--- config.mk ---
export PLATFORM = sky130hd
export DESIGN_NAME = oversampled_supply_voltage_meter
export DESIGN_NICKNAME = d
export VERILOG_FILES = /design/src/osvm_pkg.sv /design/src/osvm_seq.sv /design/src/osvm_dp.sv /design/src/oversampled_supply_voltage_meter.sv
export SDC_FILE = /design/constraint.sdc
export NUM_CORES = 1
export LEC_CHECK = 0
export BUFFER_PORTS_ARGS = -buffer_cell sky130_fd_sc_hd__buf_2
export CORE_MARGIN = 2
export CORE_UTILIZATION = 40
export DETAILED_ROUTE_END_ITERATION = 10
export HOLD_SLACK_MARGIN = 0.03
export PLACE_DENSITY = 0.56
export REMOVE_ABC_BUFFERS = 1
export SLEW_MARGIN = 20
export SYNTH_ARGS = -nofsm -noshare
export SYNTH_HDL_FRONTEND = slang
export SYNTH_SLANG_ARGS = --single-unit
--- constraint.sdc ---
create_clock -name clk -period 6.16 [get_ports clk]
set_input_delay 1.232 -clock clk [delete_from_list [all_inputs] [get_ports clk]]
set_output_delay 1.232 -clock clk [all_outputs]
set_load 0.02 [all_outputs]
--- src/osvm_pkg.sv ---
// Package for the oversampled supply voltage meter.
// Holds the microcode format, the control program, status types and constants.
// No dependencies; every other file imports it.
package osvm_pkg;

    localparam int unsigned SUM_W   = 14;
    localparam int unsigned CNT_W   = 4;
    localparam int unsigned CODE_W  = 12;
    localparam int unsigned MV_W    = 16;
    localparam int unsigned PROD_W  = MV_W + CODE_W;
    localparam int unsigned BIT_W   = 5;
    localparam int unsigned STEP_W  = 2;

    localparam logic [MV_W-1:0]   DEFAULT_REF_MV   = 16'd1100;
    localparam logic [MV_W-1:0]   REF_DEFAULT_MARK = 16'hFFFF;
    localparam logic [MV_W-1:0]   KNOWN_VCC_RESET  = 16'd5000;
    localparam logic [CODE_W-1:0] CODE_FULL_SCALE  = 12'd4095;
    localparam logic [CNT_W-1:0]  LAST_SAMPLE      = 4'd15;
    localparam logic [BIT_W-1:0]  DIV_LAST_BIT     = 5'(PROD_W - 1);

    localparam logic REQ_SAMPLE   = 1'b0;
    localparam logic REQ_LOAD_REF = 1'b1;

    localparam logic KIND_MEASURE   = 1'b0;
    localparam logic KIND_CALIBRATE = 1'b1;

    localparam logic REG_CALIBRATE_MODE = 1'b0;
    localparam logic REG_KNOWN_VCC      = 1'b1;

    typedef logic [STEP_W-1:0] step_t;

    localparam step_t STEP_WAIT   = 2'd0;
    localparam step_t STEP_MUL    = 2'd1;
    localparam step_t STEP_DIV    = 2'd2;
    localparam step_t STEP_RESULT = 2'd3;

    typedef enum logic [1:0] {
        COND_ALWAYS,
        COND_BLOCK_DONE,
        COND_DIV_DONE,
        COND_OUT_FREE
    } cond_t;

    typedef struct packed {
        logic  wait_in;
        logic  ld_div;
        logic  div_step;
        logic  emit;
        cond_t cond;
        step_t target;
    } ctl_word_t;

    typedef struct packed {
        logic block_done;
        logic div_done;
        logic out_free;
    } dp_status_t;

    function automatic ctl_word_t rom_word(input step_t step);
        ctl_word_t w;
        w = '{wait_in: 1'b0, ld_div: 1'b0, div_step: 1'b0, emit: 1'b0,
              cond: COND_ALWAYS, target: STEP_WAIT};
        case (step)
            STEP_WAIT:
            begin
                w.wait_in = 1'b1;
                w.cond    = COND_BLOCK_DONE;
                w.target  = STEP_MUL;
            end
            STEP_MUL:
            begin
                w.ld_div = 1'b1;
                w.cond   = COND_ALWAYS;
                w.target = STEP_DIV;
            end
            STEP_DIV:
            begin
                w.div_step = 1'b1;
                w.cond     = COND_DIV_DONE;
                w.target   = STEP_RESULT;
            end
            STEP_RESULT:
            begin
                w.emit   = 1'b1;
                w.cond   = COND_OUT_FREE;
                w.target = STEP_WAIT;
            end
            default:
            begin
                w.cond   = COND_ALWAYS;
                w.target = STEP_WAIT;
            end
        endcase
        return w;
    endfunction

endpackage

--- src/osvm_seq.sv ---
// Microcode sequencer: step counter, control ROM and conditional jumps.
// Depends on osvm_pkg.
module osvm_seq (
    input  logic                clk,
    input  logic                rst_n,
    input  osvm_pkg::dp_status_t status,
    output osvm_pkg::ctl_word_t  ctl
);
    import osvm_pkg::*;

    step_t step_reg;
    step_t step_next;
    logic  take_jump;

    assign ctl = rom_word(step_reg);

    always_comb
    begin
        case (ctl.cond)
            COND_ALWAYS:     take_jump = 1'b1;
            COND_BLOCK_DONE: take_jump = status.block_done;
            COND_DIV_DONE:   take_jump = status.div_done;
            COND_OUT_FREE:   take_jump = status.out_free;
            default:         take_jump = 1'b1;
        endcase
        step_next = take_jump ? ctl.target : step_reg;
    end

    always_ff @(posedge clk or negedge rst_n)
    begin
        if (!rst_n)
        begin
            step_reg <= STEP_WAIT;
        end
        else
        begin
            step_reg <= step_next;
        end
    end

endmodule

--- src/osvm_dp.sv ---
// Datapath: sample accumulator, reference register, multiplier, serial divider
// and output register. Driven by the control word from osvm_seq; uses osvm_pkg.
module osvm_dp (
    input  logic                 clk,
    input  logic                 rst_n,
    input  osvm_pkg::ctl_word_t  ctl,
    output osvm_pkg::dp_status_t status,
    input  logic                 calibrate_mode,
    input  logic [15:0]          known_vcc_mv,
    input  logic                 s_tvalid,
    output logic                 s_tready,
    input  logic [31:0]          s_tdata,
    input  logic                 s_tuser,
    output logic                 m_tvalid,
    input  logic                 m_tready,
    output logic [31:0]          m_tdata,
    output logic                 m_tuser
);
    import osvm_pkg::*;

    logic                in_fire;
    logic [9:0]          adc_sample;
    logic [MV_W-1:0]     ref_value_mv;
    logic [SUM_W-1:0]    sum_add;

    logic [SUM_W-1:0]    sum_reg;
    logic [CNT_W-1:0]    cnt_reg;
    logic [MV_W-1:0]     ref_reg;
    logic [CODE_W-1:0]   code_reg;
    logic                kind_reg;
    logic [CODE_W-1:0]   divisor_reg;
    logic [PROD_W-1:0]   dq_reg;
    logic [CODE_W-1:0]   rem_reg;
    logic [BIT_W-1:0]    bit_reg;

    logic [MV_W-1:0]     mul_a;
    logic [CODE_W-1:0]   mul_b;
    logic [PROD_W-1:0]   product;
    logic [CODE_W:0]     trial;
    logic                trial_ge;

    logic                sat;
    logic [MV_W-1:0]     result_mv;
    logic                result_err;
    logic                emit_fire;

    logic                m_valid_reg;
    logic [MV_W-1:0]     m_mv_reg;
    logic [CODE_W-1:0]   m_code_reg;
    logic                m_err_reg;
    logic                m_kind_reg;

    assign adc_sample   = s_tdata[9:0];
    assign ref_value_mv = s_tdata[25:10];
    assign s_tready     = ctl.wait_in;
    assign in_fire      = s_tvalid && s_tready;
    assign sum_add      = sum_reg + SUM_W'(adc_sample);

    assign status.block_done = in_fire && (s_tuser == REQ_SAMPLE) && (cnt_reg == LAST_SAMPLE);
    assign status.div_done   = (bit_reg == '0);
    assign status.out_free   = !m_valid_reg || m_tready;

    assign mul_a   = calibrate_mode ? known_vcc_mv : ref_reg;
    assign mul_b   = calibrate_mode ? code_reg : CODE_FULL_SCALE;
    assign product = PROD_W'(mul_a) * PROD_W'(mul_b);

    assign trial    = {rem_reg, dq_reg[PROD_W-1]};
    assign trial_ge = (trial >= {1'b0, divisor_reg});

    assign sat        = |dq_reg[PROD_W-1:MV_W];
    assign result_mv  = sat ? REF_DEFAULT_MARK : dq_reg[MV_W-1:0];
    assign result_err = sat || (code_reg == '0);
    assign emit_fire  = ctl.emit && status.out_free;

    always_ff @(posedge clk or negedge rst_n)
    begin
        if (!rst_n)
        begin
            sum_reg <= '0;
            cnt_reg <= '0;
            ref_reg <= DEFAULT_REF_MV;
        end
        else
        begin
            if (in_fire)
            begin
                if (s_tuser == REQ_LOAD_REF)
                begin
                    ref_reg <= (ref_value_mv == REF_DEFAULT_MARK) ? DEFAULT_REF_MV
                                                                  : ref_value_mv;
                end
                else
                begin
                    cnt_reg <= cnt_reg + 1'b1;
                    sum_reg <= (cnt_reg == LAST_SAMPLE) ? '0 : sum_add;
                end
            end
            else if (emit_fire && (kind_reg == KIND_CALIBRATE))
            begin
                ref_reg <= result_mv;
            end
        end
    end

    always_ff @(posedge clk)
    begin
        if (status.block_done)
        begin
            code_reg <= sum_add[SUM_W-1:2];
        end
        if (ctl.ld_div)
        begin
            dq_reg      <= product;
            divisor_reg <= calibrate_mode ? CODE_FULL_SCALE : code_reg;
            rem_reg     <= '0;
            bit_reg     <= DIV_LAST_BIT;
            kind_reg    <= calibrate_mode ? KIND_CALIBRATE : KIND_MEASURE;
        end
        else if (ctl.div_step)
        begin
            rem_reg <= trial_ge ? CODE_W'(trial - {1'b0, divisor_reg}) : trial[CODE_W-1:0];
            dq_reg  <= {dq_reg[PROD_W-2:0], trial_ge};
            bit_reg <= bit_reg - 1'b1;
        end
        if (emit_fire)
        begin
            m_mv_reg   <= result_mv;
            m_code_reg <= code_reg;
            m_err_reg  <= result_err;
            m_kind_reg <= kind_reg;
        end
    end

    always_ff @(posedge clk or negedge rst_n)
    begin
        if (!rst_n)
        begin
            m_valid_reg <= 1'b0;
        end
        else if (emit_fire)
        begin
            m_valid_reg <= 1'b1;
        end
        else if (m_tready)
        begin
            m_valid_reg <= 1'b0;
        end
    end

    assign m_tvalid = m_valid_reg;
    assign m_tdata  = {3'b000, m_err_reg, m_code_reg, m_mv_reg};
    assign m_tuser  = m_kind_reg;

endmodule

--- src/oversampled_supply_voltage_meter.sv ---
// Top level of the oversampled supply voltage meter.
// Holds the APB register file and connects osvm_seq and osvm_dp; uses osvm_pkg.
//
// Input stream (s_*): one transaction per ADC bandgap conversion or reference
// load, selected by s_tuser. A reference load or a sample that does not
// complete a block of 16 gives no result. The 16th sample starts the
// computation: a multiply step, a one-bit-per-cycle restoring divider and a
// result step that writes the output register. While computing, s_tready is
// low; it returns high once the result sits in the output register, which
// holds it until m_tready takes it. If the receiver still holds a previous
// result, the sequencer waits in its last step.
// Reset clears the sample sum and count, loads 1100 mV as the reference, sets
// measure mode and a known supply of 5000 mV, and empties the output register.
// APB: calibrate_mode at address 0, known_vcc_mv at address 4; pready is tied
// high and writes take effect at the access cycle.
module oversampled_supply_voltage_meter (
    input  logic        clk,
    input  logic        rst_n,
    input  logic        s_tvalid,
    output logic        s_tready,
    input  logic [31:0] s_tdata,   // [9:0] adc_sample, [25:10] ref_value_mv, rest zero
    input  logic        s_tuser,   // [0] req_type
    output logic        m_tvalid,
    input  logic        m_tready,
    output logic [31:0] m_tdata,   // [15:0] result_mv, [27:16] oversampled_code, [28] error_flag
    output logic        m_tuser,   // [0] result_kind
    input  logic        psel,
    input  logic        penable,
    input  logic        pwrite,
    input  logic [2:0]  paddr,
    input  logic [31:0] pwdata,
    output logic [31:0] prdata,
    output logic        pready
);
    import osvm_pkg::*;

    logic            mode_reg;
    logic [MV_W-1:0] known_reg;
    logic            cfg_write;
    ctl_word_t       ctl;
    dp_status_t      status;

    assign pready    = 1'b1;
    assign cfg_write = psel && penable && pwrite && pready;
    assign prdata    = (paddr[2] == REG_KNOWN_VCC) ? {16'd0, known_reg} : {31'd0, mode_reg};

    always_ff @(posedge clk or negedge rst_n)
    begin
        if (!rst_n)
        begin
            mode_reg  <= 1'b0;
            known_reg <= KNOWN_VCC_RESET;
        end
        else if (cfg_write)
        begin
            if (paddr[2] == REG_CALIBRATE_MODE)
            begin
                mode_reg <= pwdata[0];
            end
            else
            begin
                known_reg <= pwdata[MV_W-1:0];
            end
        end
    end

    osvm_seq u_seq (
        .clk    (clk),
        .rst_n  (rst_n),
        .status (status),
        .ctl    (ctl)
    );

    osvm_dp u_dp (
        .clk            (clk),
        .rst_n          (rst_n),
        .ctl            (ctl),
        .status         (status),
        .calibrate_mode (mode_reg),
        .known_vcc_mv   (known_reg),
        .s_tvalid       (s_tvalid),
        .s_tready       (s_tready),
        .s_tdata        (s_tdata),
        .s_tuser        (s_tuser),
        .m_tvalid       (m_tvalid),
        .m_tready       (m_tready),
        .m_tdata        (m_tdata),
        .m_tuser        (m_tuser)
    );

endmodule
==> flow_summary.ini, run 1 <==
[status]
status = completed

[floorplan]
die_x_um = 193
die_y_um = 193
die_area_um2 = 37100
rows = 69
ios = 143
design.core.area_um2 = 35300
start_util_pct = 40.3

[cts]
post_cts_resized = 0
clkTransAtPathRegs_ns = 0.07
cts_htree_levels = 4
root_buffer = clkbuf_16
cts_tree = done
cts.sinks = 154
ctsHoldBuffers = 0
clock_path_buffers = 2
clock_latency_ns = 0.45
post_cts_buffers = 0
cts_buffers = 17

[synth]
muxShareOfSynthArea_pct = 4.83
async_flop_share_pct = 35.1
ys_ff_latch = 154
syn_inst = 1482
synth.distinct_cells = 79
avgSynthCellArea_um2 = 9.60
yosysSeqAreaShare_pct = 29.5
synth_top_family_by_area = adder cells
synth_fa_ha_area_share_pct = 28.4
synth_compound_area_share_pct = 10.9
synth_flop_cell = edfxtp_1
yosysWarnings = 0
syn_area_um2 = 14200
synth_edf_count = 83
synthSimpleGateAreaFrac_pct = 16.1
synth_xor_area_share_pct = 2.03

[placement]
hpwl_um = 30200
dp.cells = 2023
dp_slack_ns = 0.186
place.gp.congestion = 0.910
port_buffers = 98

[finish]
area_delta_synth_final_pct = 11.9
fin_util_pct = 45.1
insertedDiodeCount = 0
largest_reg_flops = 28
mostFrequentLayoutCell = inv_1
fin_cells = 2055
drive_above_1_share_pct = 18.1
layout_common_cells = inv_1, nand2_1, fa_1, nor2_1, buf_2
layout.nets = 1894

[grt]
grt_max_degree = 56
grt_pass1_wl_um = 58700
antenna_found_initial = 0
grt_util_all_layers_pct = 21.0
grt-ovfl-total = 0
grt_pass1_vias = 10400

[drt]
routedWlPerCell_um = 18.4
drc = 0
first_pass_iters = 5
vias = 10900
vias_per_cell = 5.30
ant_nets = 0
drt-initial-drc-count = 707
wirelength_um = 37800

[min_path]
hold_path.startpoint = u_dp.cnt_reg[3]
holdPathStages = 1
min_delay_worst_endpoint = u_dp.cnt_reg[3]
worst_hold_path_type = flop to flop

[setup_path]
critPathLaunchType = flop
end_kind = flop
worstReg2RegEnd = u_dp.dq_reg[21]
reg2reg_depth = 19
crit_fanout = 16
reg2reg_from = mode_reg
worstSetupPathType = flop to flop
crit_arrival_ns = 6.06
worstPathRequired_ns = 6.35
r2r_slack_ns = 0.30

[timing]
final_max_slew_viol_count = 0
setup_ws_ns = 0.296
setup_violations = 0
worst_pin_slew_ns = 1.03
hold-worst-slack_ns = 0.490
fin_skew_ns = 0.0119
min_period_ns = 5.86
grt_setup_unrepaired = no
slew-limit-headroom_pct = 30.8
finalHoldViolCount = 0
timing.final.crit_share_pct = 95.2
fmax_ghz = 0.171

[flow_run]
cap_violations = 0
==> worst max-delay path by stage <==
stage	start	to
final	mode_reg	u_dp.dq_reg[21]
after global routing	mode_reg	u_dp.dq_reg[21]
after CTS	mode_reg	u_dp.dq_reg[21]
after detailed placement	mode_reg	u_dp.dq_reg[21]
after global placement	mode_reg	u_dp.dq_reg[21]
after floorplan	mode_reg	u_dp.dq_reg[18]
==> synthesized netlist by cell type, drive strengths merged, types with 12 or more instances <==
master	number	area, µm²
o21ai	47	250
dfrtp	45	1130
a21o	13	97.6
nand2	184	691
nor3	15	75.1
inv	205	769
mux2i	18	180
nand3	23	120
o21a	12	90.1
a221oi	15	131
ha	96	1200
clkbuf	45	169
edfxtp	83	2490
xnor2	23	201
nand4	16	100
and2	28	175
dfxtp	17	340
fa	142	2840
nor2	133	502
nand2b	17	106
or2	31	194
a21oi	48	267
mux2	45	507
nor2b	15	101
buf	32	221
==> cells by family after synthesis <==
family / count (synthesis)
other cells: 2
mux: 63
buf+inv: 282
xor+xnor: 33
fa+ha+maj: 238
flops: 154
compound gates: 215
simple gates: 495
==> final cells by class <==
class	count	area (µm²)
inverter	205	769
clock buffer	20	468
multi-input combinational	1064	8980
timing repair buffer	139	811
tap	461	577
clock inverter	12	128
fill	3462	19400
sequential	154	4200
==> worst max-delay path: stages (launching register included) <==
cell and delay, ns:
dfrtp_2 0.39, buf_4 0.25, buf_4 0.26, mux2i_4 0.30
nor2_1 0.09, fa_1 0.51, inv_1 0.05, fa_1 0.48
inv_1 0.05, fa_1 0.51, fa_1 0.55, inv_1 0.06
fa_1 0.55, inv_1 0.05, ha_1 0.30, a21o_1 0.23
a21o_1 0.18, a21oi_1 0.29, o311ai_0 0.16, a311o_1 0.35
==> per-layer routing <==
metal	share of wire, %	global-route usage [%]	vias up
met2	46	32.4	272
met1	47	30.4	5494
met5	0	0	-
li1	-	-	5105
met3	5.7	4.16	30
met4	1.3	4.49	0
==> per-stage QoR <==
step / TNS [ns] / area, µm²
after global placement: 0 / 15300
after global routing: 0 / 15900
after detailed placement: 0 / 15300
after CTS: 0 / 15900
after floorplan: -3.11 / 13900
final: 0 / 15900
Power of run 1 is not shown: default switching activity piles up to over one toggle a cycle in this logic, so the estimate is an artifact.
==> inputs of run 2 (changes only) <==
CORE_UTILIZATION = 45   (was 40)
PLACE_DENSITY = 0.62   (was 0.56)
==> flow_summary.ini, run 2 (synthesized netlist as in run 1, its figures left out) <==
[status]
status = completed

[finish]
seq_area_um2 = 4200
insertedDiodeCount = 0
layout.nets = 1893
drive_above_1_share_pct = 18.1
largest_reg_flops = 28
layout_common_cells = inv_1, nand2_1, fa_1, nor2_1, buf_2
fin_cells = 1995
fillers = 2872
multi_input_area_um2 = 8970
mostFrequentLayoutCell = inv_1
area_delta_synth_final_pct = 11.5
design_area_um2 = 15900

[drt]
wirelength_um = 37200
vias = 11100
routedWlPerCell_um = 18.7
first_pass_iters = 5
vias_per_cell = 5.55
ant_nets = 0
drt-initial-drc-count = 835
drc = 0

[cts]
clock_latency_ns = 0.44
cts_buffers = 17
cts.sinks = 154
clock_path_buffers = 2
cts_tree = done
cts_htree_levels = 4
ctsHoldBuffers = 0
root_buffer = clkbuf_16
clkTransAtPathRegs_ns = 0.07

[setup_path]
worstPathRequired_ns = 6.35
crit_chain = buf_12 > mux2_2 > nand2_1 > fa_1 > fa_1 > fa_1 > inv_1 > fa_1 > inv_1 > fa_1 > inv_1 > ha_1 > a211oi_1 > o211ai_1 > a41oi_2 > o21ai_2 > xor2_1 > mux2_2
crit_arrival_ns = 6.11
crit_fanout = 51
critPathLaunchType = flop
cpPeakStageDelay_ns = 0.53
crit_top_cell = fa_1
critPathSlowestCell = fa_1
worstSetupPathType = flop to flop
end_kind = flop

[floorplan]
start_util_pct = 45.5
ios = 143
die_area_um2 = 33100
design.core.area_um2 = 31300
die_y_um = 182
die_x_um = 182
rows = 65

[timing]
worst_pin_slew_ns = 0.918
fmax_ghz = 0.169
finalHoldViolCount = 0
min_period_ns = 5.92
tns_ns = 0
setup_violations = 0
setup_ws_ns = 0.244
slew-limit-headroom_pct = 38.7
timing.final.crit_share_pct = 96.0
final_max_slew_viol_count = 0
fin_skew_ns = 0.00968

[grt]
grt_max_degree = 56
grt-ovfl-total = 0
grt_util_all_layers_pct = 23.2
grt_pass1_wl_um = 59000
antenna_found_initial = 1
grt_pass1_vias = 10600

[min_path]
worst_hold_path_type = flop to flop

[placement]
dp_slack_ns = 0.162
port_buffers = 98
place.gp.congestion = 0.892
dpl_cell_area_um2 = 15200
hpwl_um = 29000
dp.cells = 1962

[flow_run]
cap_violations = 0
## run 2: worst max-delay path: cells and delay by family (launching register included)
family | cells | cell delay (ns)
mux | 2 | 0.75
flops | 1 | 0.38
buf+inv | 4 | 0.40
compound gates | 4 | 1.05
simple gates | 1 | 0.12
xor+xnor | 1 | 0.15
fa+ha+maj | 6 | 2.82
## run 2: cell type report
type | instances | area share (%)
timing repair buffer | 138 | 5.09
clock inverter | 15 | 1.25
multi-input combinational | 1064 | 56.5
sequential | 154 | 26.4
tap | 402 | 3.17
clock buffer | 17 | 2.68
inverter | 205 | 4.85
## run 2: what timing repair did
action,CTS,global route
gates resized for setup,0,4
endpoints found under the setup margin,0,8
buffers inserted,0,0
## run 2: path summary, 6_finish.rpt
path | slack (ns) | from | to | cells past startpoint
worst min register to register | 0.50 | u_dp.rem_reg[10] | u_dp.rem_reg[10] | 2
min in group asynchronous | 0.93 | rst_n | u_dp.m_tvalid | 2
worst min-delay path | 0.50 | u_dp.rem_reg[10] | u_dp.rem_reg[10] | 2
max in group asynchronous | 4.70 | rst_n | mode_reg | 2
worst max-delay path | 0.24 | mode_reg | u_dp.dq_reg[19] | 18
worst max register to register | 0.24 | mode_reg | u_dp.dq_reg[19] | 18
## run 2: per-stage QoR
stage                     utilization [%]  hold slack, ns
after floorplan                         -           0.443
after global placement               48.6           0.467
after detailed placement             48.6           0.494
after CTS                            50.6           0.506
after global routing                 50.7           0.522
final                                50.7           0.504
## run 2: routing by layer
layer / wire, µm / share of wire, % / track usage (%)
met1: 16400 / 44 / 33.1
met2: 17100 / 46 / 35.6
met3: 2800 / 7.5 / 5.07
met4: 886 / 2.4 / 6.28
met5: 19 / 0.051 / 0
Power of run 2 is left out for the same reason.
==> inputs of run 3 (changes only) <==
REMOVE_ABC_BUFFERS = unset   (was 1)
==> flow_summary.ini, run 3 (synthesized netlist as in run 1, its figures left out) <==
[status]
status = completed

[drt]
wirelength_um = 35400
drc = 0
first_pass_iters = 5
ant_nets = 0
drt-initial-drc-count = 683
routedWlPerCell_um = 17.7
vias_per_cell = 5.40
vias = 10800

[finish]
layout_common_cells = inv_1, nand2_1, fa_1, nor2_1, buf_2
layout.nets = 1895
largest_reg_flops = 28
mostFrequentLayoutCell = inv_1
area_delta_synth_final_pct = 11.3
drive_above_1_share_pct = 17.9
fillers = 2884
insertedDiodeCount = 0

[setup_path]
end_kind = flop
reg2reg_from = mode_reg
crit_fanout = 67
crit_family = adder cells
crit_chain = buf_12 > mux2i_1 > nor2_1 > fa_1 > fa_1 > fa_1 > fa_1 > inv_1 > fa_1 > inv_1 > ha_1 > and3_4 > nand3_2 > a2111o_1 > a21oi_2 > o21a_1 > o31ai_2
critPathLaunchType = flop
critical_path_buf_inv_count = 3
cpPeakStageDelay_ns = 0.56
critPathSlowestCell = fa_1
worstSetupPathType = flop to flop
crit_arrival_ns = 6.07
critical_path.startpoint = mode_reg
crit_top_cell = fa_1
worstPathRequired_ns = 6.33

[min_path]
hold_path.startpoint = u_dp.sum_reg[2]
worst_hold_path_type = flop to flop

[cts]
cts_htree_levels = 4
clock_latency_ns = 0.43
cts_buffers = 17
clock_path_buffers = 2
ctsHoldBuffers = 0
post_cts_resized = 0
clkTransAtPathRegs_ns = 0.08
root_buffer = clkbuf_16
cts_tree = done
post_cts_buffers = 0
cts.sinks = 154

[timing]
finalHoldViolCount = 0
final_max_slew_viol_count = 0
tns_ns = 0
min_period_ns = 5.90
fmax_ghz = 0.169
fin_skew_ns = 0.0180
slew-limit-headroom_pct = 30.4
timing.final.crit_share_pct = 95.8
setup_violations = 0
worst_pin_slew_ns = 1.04
grt_setup_unrepaired = no

[floorplan]
design.core.area_um2 = 31300
rows = 65
die_x_um = 182
die_area_um2 = 33100
ios = 143
start_util_pct = 45.5
die_y_um = 182

[placement]
hpwl_um = 28000
port_buffers = 98
place.gp.congestion = 0.891

[grt]
antenna_found_initial = 1
grt-ovfl-total = 0
grt_pass1_wl_um = 56900
grt_max_degree = 68
grt_pass1_vias = 10600
grt_util_all_layers_pct = 21.9

[flow_run]
cap_violations = 0
==> run 3: cell count changes in the layout (fill, tap and decap cells not counted), sizes merged <==
cell | before | now
buf | 138 | 140
clkinv | 3 | 1
clkbuf | 17 | 19
inv | 214 | 215
bufinv | 2 | 1
==> run 3: area by class of cell <==
type | instances | area, µm² | area share, %
clock inverter | 13 | 130 | 0.821
tap | 402 | 503 | 3.18
multi-input combinational | 1064 | 8960 | 56.5
clock buffer | 19 | 454 | 2.87
sequential | 154 | 4200 | 26.5
inverter | 205 | 769 | 4.86
timing repair buffer | 140 | 831 | 5.24
==> run 3: layer usage <==
metal  up-vias  wire, µm  global-route usage (%)
met5         -        23                       0
met2       312     15600                    33.8
li1       5111         -                       -
met4         4       609                    4.91
met1      5320     16500                    31.2
met3        37      2630                    5.62
==> run 3: worst paths after layout <==
path                       slack, ns               to  cells after the start
max in group asynchronous       4.69         mode_reg                      2
min                             0.50  u_dp.sum_reg[2]                      2
max reg2reg                     0.26  u_dp.dq_reg[22]                     17
max                             0.26  u_dp.dq_reg[22]                     17
min reg2reg                     0.50  u_dp.sum_reg[2]                      2
min in group asynchronous       0.92    u_dp.m_tvalid                      2
==> run 3: stage by stage <==
stage / std cells / util (%) / cell area (µm²) / worst slack (ns) / hold WS [ns]
after floorplan: 1500 / - / 14300 / 0.264 / 0.443
after global placement: 1965 / 48.7 / 15300 / 0.278 / 0.465
after detailed placement: 1965 / 48.7 / 15300 / 0.252 / 0.476
after CTS: 1997 / 50.6 / 15800 / 0.240 / 0.498
after global routing: 1997 / 50.6 / 15800 / 0.0338 / 0.534
final: 1997 / 50.6 / 15800 / 0.258 / 0.495
==> run 3: worst min-delay path, cell delays in order (launching register included) <==
cell and delay [ns]:
dfrtp_1 0.37, nand2_1 0.05, nand2_1 0.05
Power of run 3 is left out for the same reason.
